[config.mk]
export PLATFORM = sky130hd
export DESIGN_NAME = mmio_ctrl
export DESIGN_NICKNAME = d
export VERILOG_FILES = /design/src/mmio_pkg.sv /design/src/mmio_ctrl.sv
export SDC_FILE = /design/constraint.sdc
export NUM_CORES = 1
export LEC_CHECK = 0
export ABC_AREA = 1
export BUFFER_PORTS_ARGS = -buffer_cell sky130_fd_sc_hd__buf_2
export CAP_MARGIN = 20
export CORE_AREA = 2 2 39 41
export CTS_BUF_LIST = sky130_fd_sc_hd__clkbuf_8
export DETAILED_ROUTE_END_ITERATION = 8
export DIE_AREA = 0 0 41 43
export HOLD_SLACK_MARGIN = 0.1
export PLACE_DENSITY_LB_ADDON = 0.2
export SYNTH_ARGS = -nofsm -noshare
export SYNTH_HDL_FRONTEND = slang
export SYNTH_SLANG_ARGS = --single-unit
[constraint.sdc]
create_clock -name clk -period 1.24 [get_ports clk]
set_clock_uncertainty 0.15 [all_clocks]
set_input_delay 0.248 -clock clk [delete_from_list [all_inputs] [get_ports clk]]
set_output_delay 0.248 -clock clk [all_outputs]
set_load 0.05 [all_outputs]
[src/mmio_pkg.sv]
`timescale 1ns / 1ps

package mmio_pkg;

    // default size of the byte store, as address bits
    localparam int ADDR_BITS_DEF = 16;

    // i/o window and device addresses
    localparam logic [15:0] IO_FIRST   = 16'hF000;
    localparam logic [15:0] IO_LAST    = 16'hF0FF;
    localparam logic [15:0] OUT_PORT   = 16'hF000;
    localparam logic [15:0] IN_PORT    = 16'hF001;
    localparam logic [15:0] TIMER_ADDR = 16'hF010;
    localparam logic [15:0] TIMER_CTL  = 16'hF011;

    // request commands
    typedef enum logic [2:0] {
        CMD_RD_BYTE = 3'd0,
        CMD_WR_BYTE = 3'd1,
        CMD_RD_WORD = 3'd2,
        CMD_WR_WORD = 3'd3,
        CMD_TICK    = 3'd4
    } cmd_t;

    // response kinds
    typedef enum logic [1:0] {
        KIND_READ  = 2'd0,
        KIND_CHAR  = 2'd1,
        KIND_TRACE = 2'd2,
        KIND_ACK   = 2'd3
    } kind_t;

    // controller to datapath commands
    typedef struct packed {
        logic clr_wr;   // write zero at the clear pointer
        logic capture;  // latch request word and read its first byte
        logic save_lo;  // keep low byte of a word read
        logic rd_next;  // read the byte at address plus one
        logic act;      // perform the byte action and load the response
        logic sel_hi;   // act on the second byte of a word
    } ctl_t;

    // datapath to controller status
    typedef struct packed {
        logic clr_last; // clear pointer at the last entry
        logic out_free; // response register can take a word
        logic rd_word;  // current request is a word read
        logic wr_word;  // current request is a word write
    } sts_t;

endpackage

[src/mmio_ctrl.sv]
`timescale 1ns / 1ps

module mmio_ctrl (
    input  logic          clk,
    input  logic          rst_n,
    input  logic          in_valid,
    input  mmio_pkg::sts_t sts,
    output logic          in_ready,
    output mmio_pkg::ctl_t ctl
);
    import mmio_pkg::*;

    typedef enum logic [3:0] {
        S_CLEAR  = 4'b0001,
        S_IDLE   = 4'b0010,
        S_FIRST  = 4'b0100,
        S_SECOND = 4'b1000
    } state_t;

    state_t state_reg;
    state_t state_next;

    // state register
    always_ff @(posedge clk or negedge rst_n)
    begin
        if (!rst_n)
        begin
            state_reg <= S_CLEAR;
        end
        else
        begin
            state_reg <= state_next;
        end
    end

    assign in_ready = (state_reg == S_IDLE);

    // next state and commands
    always_comb
    begin
        state_next = state_reg;
        ctl        = '0;
        case (state_reg)
            S_CLEAR:
            begin
                ctl.clr_wr = 1'b1;
                if (sts.clr_last)
                begin
                    state_next = S_IDLE;
                end
            end
            S_IDLE:
            begin
                if (in_valid)
                begin
                    ctl.capture = 1'b1;
                    state_next  = S_FIRST;
                end
            end
            S_FIRST:
            begin
                if (sts.rd_word)
                begin
                    // low byte kept, fetch the high byte
                    ctl.save_lo = 1'b1;
                    ctl.rd_next = 1'b1;
                    state_next  = S_SECOND;
                end
                else if (sts.out_free)
                begin
                    ctl.act = 1'b1;
                    if (sts.wr_word)
                    begin
                        ctl.rd_next = 1'b1;
                        state_next  = S_SECOND;
                    end
                    else
                    begin
                        state_next = S_IDLE;
                    end
                end
            end
            S_SECOND:
            begin
                if (sts.out_free)
                begin
                    ctl.act    = 1'b1;
                    ctl.sel_hi = 1'b1;
                    state_next = S_IDLE;
                end
            end
            default:
            begin
                state_next = S_IDLE;
            end
        endcase
    end

endmodule

---- Yosys cells after proc, flatten, opt, wreduce, memory -nomap -nowiden ----
Index checks and enable logic that the tools add are counted.
operators by class
  reductions and logical operators ........ 1
  multiplexer cells ....................... 19
  equality and inequality tests ........... 8
operators with widths
  operator              number
  $mux W4               6
  $pmux W4 S4           1
  $mux W1               8
  $mux W2               3
  $ne A2 B2 Y1 const B  3
  $eq A4 B1 Y1 const B  1
  $eq A4 B2 Y1 const B  1
  $eq A4 B3 Y1 const B  1
  $eq A4 B4 Y1 const B  1
  $reduce_and A4 Y1     1
  $ne A3 B3 Y1 const B  1
  $pmux W1 S2           1
storage, ports and cells
  register bits ........................... 4
  input bits .............................. 7
  output and inout port bits .............. 7
  logic and storage cells ................. 29

---- Depth between registers and ports, before layout ----
  word-level depth ........................ 4
  depth in mapped cells ................... 7
  depth with buffers taken out ............ 7

---- Worst setup path after synthesis ----
Ideal clock, no wire load.
  kind .................................... register -> output
  from .................................... register state_reg[0]
  to ...................................... output port ctl[5] (netlist name)
  arrival time ............................ 2.031 ns
  setup slack ............................. -1.189 ns
  cell stages (with the launch flop) ...... 3
  path through ............................ dfstp_2 > inv_1 > nor4_1
RTL lines
  element                 RTL line         source
  from (decl)             mmio_ctrl.sv:20  state_t state_reg;
  from (signal assigned)  mmio_ctrl.sv:32  state_reg <= state_next;
  to (decl)               mmio_ctrl.sv:9   output mmio_pkg::ctl_t ctl

==> implementation parameters <==
Parameter                              Value

Clock tree
  Clock tree from TritonCTS ... yes
  Total CTS buffers ... 3
  Clock Tree Root ... sky130_fd_sc_hd__clkbuf_8
  Clock latency at the later pin of the worst-skew pair ... 220 ps
  Deepest level of the CTS H-tree ... 1
  Buffer depth of the longest clock path ... 2
  Clock transition at path regs ... 40 ps
  Number of clock sinks seen by CTS ... 4

Global routing
  Antenna violations before repair ... 0
  Tot GR Track Use ... 10.81%
  Via count of the first global-routing pass ... 347
  First-pass GRT wire length ... 1.297 mm
  GRT Residual Overflow ... 0
  Pin count of the biggest net entering global routing ... 5

Synth
  Number of storage elements in the synthesis netlist ... 4
  Mapped cell area ... 284.0 um2
  Dominant combinational cell family by area after synthesis ... simple AND/OR/NAND/NOR gates
  Basic-gate share of the synthesized area counting and, or, nand and nor cells ... 47.14%
  Arithmetic-cell share of the synthesized area counting full adders, half adders and majority gates ... 0%
  Sequential element share of the synthesized area ... 35.68%
  Share of synthesized area spent on multiplexers ... 0%
  Number of cells produced by synthesis ... 46
  Synth Area in Compound Gates ... 3.965%
  Parity-gate share of the synthesized area counting xor and xnor cells ... 0%
  Post-synth net total ... 53
  Avg Synthesized Cell Area ... 6.174 um2
  Count of different cell masters after synthesis ... 12
  Number of warnings issued by yosys ... 0

Die
  Core Box Area ... 1384 um2
  Number of core rows ... 14
  Initial core utilization ... 20.52%
  Die ar. ... 1763 um2
  Die Ht ... 43 um
  Die Wd ... 41 um
  I/O pin count ... 14

Route
  Routed length on met1 ... 397 um
  Routed length on met3 ... 25 um
  Final WL ... 870 um
  Final routed DRC violation total ... 0
  Mean routed wirelength per cell ... 9.063 um
  Total vias in the final route ... 387
  Met2 layer wire length in the routed design ... 439 um
  Number of vias per cell after detailed routing ... 4.031
  Post-detailed-route count of antenna-violating nets ... 0
  Detailed Route Iter0 Violations ... 3
  Length of the first detailed-routing pass in iterations ... 2
  Top layer in use ... met4

Pwr
  Clock group share of total power ... 17.2%
  Combinational fraction of design power ... 68.5%
  Switching fraction of total power ... 45.94%
  Peak supply drop ... 0.001576 V
  Seq pwr share ... 14.2%
  Total net switching power ... 753.8 uW
  Total power divided by cell area ... 2277 nW/um2
  Internal power consumption ... 887.2 uW
  Static Leakage ... 0.0003658 uW

Timing
  Worst slew pin tran ... 303.3 ps
  FMAX ... 0.6086 GHz
  Ratio of final minimum period to clock period ... 132.5%
  Worst max-slew margin expressed relative to the limit ... 79.71%
  RSZ-0062 raised after global routing ... true
  Count of endpoints failing hold in the final timing report ... 0
  # setup viols final ... 10
  Fin worst setup slack ... -403.2 ps
  Total count of max-transition violations in the final report ... 0
  Minimum clock period after layout ... 1643 ps

Cells and area
  Area delta synth->final ... 153.7%
  Number of nets in the final layout ... 88
  Flip-flop count of the largest register after layout ... 4
  Fraction of final layout cells sized beyond drive strength 1 ... 68.75%
  Final core area utilization ... 52.08%
  Diode insertion count for antenna repair ... 0
  Filler-free cell count of the finished design ... 96

Placement
  Number of placed instances with taps included ... 88
  Placed wire-length estimate ... 616.4 um
  I/O Buffers ... 13
  Last weighted congestion value of the routability-driven placer ... 0.7237

Worst setup path
  Crit path max-delay cell type ... sky130_fd_sc_hd__dfrtp_2
  CP Data Arrival Time ... 1250 ps
  Req. time, crit path ... 840 ps
  Crit. End Element ... output pin
  Worst setup path class ... register to output pin
  Cell breakdown of the critical path ... inv_1, nor2_2, nand2_4, o22ai_4, buf_6
  Startpoint type of the worst setup path ... register
  Critical Path Fanout Max ... 4
  Crit path largest cell delay ... 410 ps

Hold path
  Worst hold-check path type ... primary input to register

Job
  MaxCap Viol Count ... 0

Run status
  Run status ... finished, violations left
  Violations in the final reports ... negative setup slack
-- cell usage after synthesis --
cell type | number | area [um2]
sky130_fd_sc_hd__nor2_2 | 4 | 25.02
sky130_fd_sc_hd__dfstp_2 | 1 | 26.28
sky130_fd_sc_hd__nor4_1 | 1 | 6.260
sky130_fd_sc_hd__nand3_1 | 4 | 20.02
sky130_fd_sc_hd__o21ai_0 | 1 | 5.000
sky130_fd_sc_hd__dfrtp_1 | 3 | 75.07
sky130_fd_sc_hd__nor3_1 | 1 | 5.000
sky130_fd_sc_hd__nand2_1 | 9 | 33.78
sky130_fd_sc_hd__nor2_1 | 10 | 37.54
sky130_fd_sc_hd__nand2_2 | 1 | 6.260
sky130_fd_sc_hd__inv_1 | 10 | 37.54
sky130_fd_sc_hd__o22ai_1 | 1 | 6.260
-- path summary, 6_finish.rpt --
path                              start  slack [ps]  cells past startpoint           end
hold / removal                 in_valid         200                      3  state_reg[2]
setup / recovery           state_reg[3]        -400                      5        ctl[1]
setup reg to reg           state_reg[2]        -150                      7  state_reg[3]
hold reg to reg            state_reg[3]         540                      3  state_reg[2]
max in group asynchronous         rst_n         520                      2  state_reg[0]
min in group asynchronous         rst_n         210                      2  state_reg[2]
-- repair_timing --
| item | CTS | global route |
|---|---|---|
| setup buffers | 4 | 2 |
| hold endpoints to repair | 4 | 0 |
| pin swaps | 2 | 10 |
| setup endpoints to repair | 10 | 10 |
| resized for setup | 19 | 12 |
| hold buffers | 1 | 0 |
-- power groups by stage --
stage	Clock, uW	Sequential, uW	Combinational, uW
floorplan	0	236	539
global placement	0	218	854
detailed placement	0	220	851
CTS	284	227	1040
global route	292	237	1220
finish	283	233	1120
-- critical path, delay by kind of cell (launching register included) --
family                 cells  cell delay (ps)
flip-flops                 1              410
buffers and inverters      2              230
AND/OR/NAND/NOR            2              230
AO/OA/AOI/OAI              1              150
-- layout by cell type (no fill, tap or decap) --
| cell type | instances |
|---|---|
| sky130_fd_sc_hd__clkinvlp_4 | 1 |
| sky130_fd_sc_hd__o21ai_1 | 1 |
| sky130_fd_sc_hd__inv_1 | 8 |
| sky130_fd_sc_hd__nor3_4 | 1 |
| sky130_fd_sc_hd__dfrtp_2 | 1 |
| sky130_fd_sc_hd__buf_6 | 9 |
| sky130_fd_sc_hd__nor4_4 | 1 |
| sky130_fd_sc_hd__nor2_4 | 7 |
| sky130_fd_sc_hd__dfrtp_1 | 2 |
| sky130_fd_sc_hd__nor2_2 | 3 |
| sky130_fd_sc_hd__nand3_2 | 2 |
| sky130_fd_sc_hd__clkbuf_8 | 3 |
| sky130_fd_sc_hd__nand2_1 | 7 |
| sky130_fd_sc_hd__dfstp_2 | 1 |
| sky130_fd_sc_hd__dlygate4sd3_1 | 1 |
| sky130_fd_sc_hd__buf_4 | 14 |
| sky130_fd_sc_hd__nor2_1 | 4 |
| sky130_fd_sc_hd__inv_2 | 2 |
| sky130_fd_sc_hd__nand2_4 | 3 |
| sky130_fd_sc_hd__nand3_1 | 2 |
| sky130_fd_sc_hd__o22ai_4 | 1 |
| sky130_fd_sc_hd__buf_2 | 6 |
-- routing by layer --
metal | up-vias | global-route usage, %
met5 | - | 0
met4 | 0 | 6.000
met3 | 2 | 1.571
met2 | 7 | 17.19
met1 | 171 | 13.11
li1 | 207 | -
-- layout make-up --
class | instances | area (um2)
Clock buffer | 3 | 41.29
Fill cell | 141 | 663.1
Tap cell | 16 | 20.02
Multi-Input combinational cell | 32 | 265.3
Inverter | 10 | 41.29
Timing Repair Buffer | 30 | 246.5
Sequential cell | 4 | 102.6
Clock inverter | 1 | 3.754
-- cells by family after synthesis --
| family | after synthesis |
|---|---|
| and+or+nand+nor | 30 |
| AOI/OAI and AO/OA | 2 |
| DFF | 4 |
| buffers and inverters | 10 |
-- metrics by stage --
step	TNS [ps]	setup slack, ps	total power (uW)	hold WS (ps)	instance area [um2]
floorplan	-1634	-324.4	774.9	-197.6	362.8
global placement	-1885	-287.3	1073	-94.89	545.5
detailed placement	-1903	-290.7	1072	-91.17	545.5
CTS	-3001	-405.5	1547	218.8	688.2
global route	-3502	-460.8	1747	223.5	720.7
finish	-2929	-403.2	1641	197.0	720.7
Note: power is estimated with default switching activity, not from simulation.
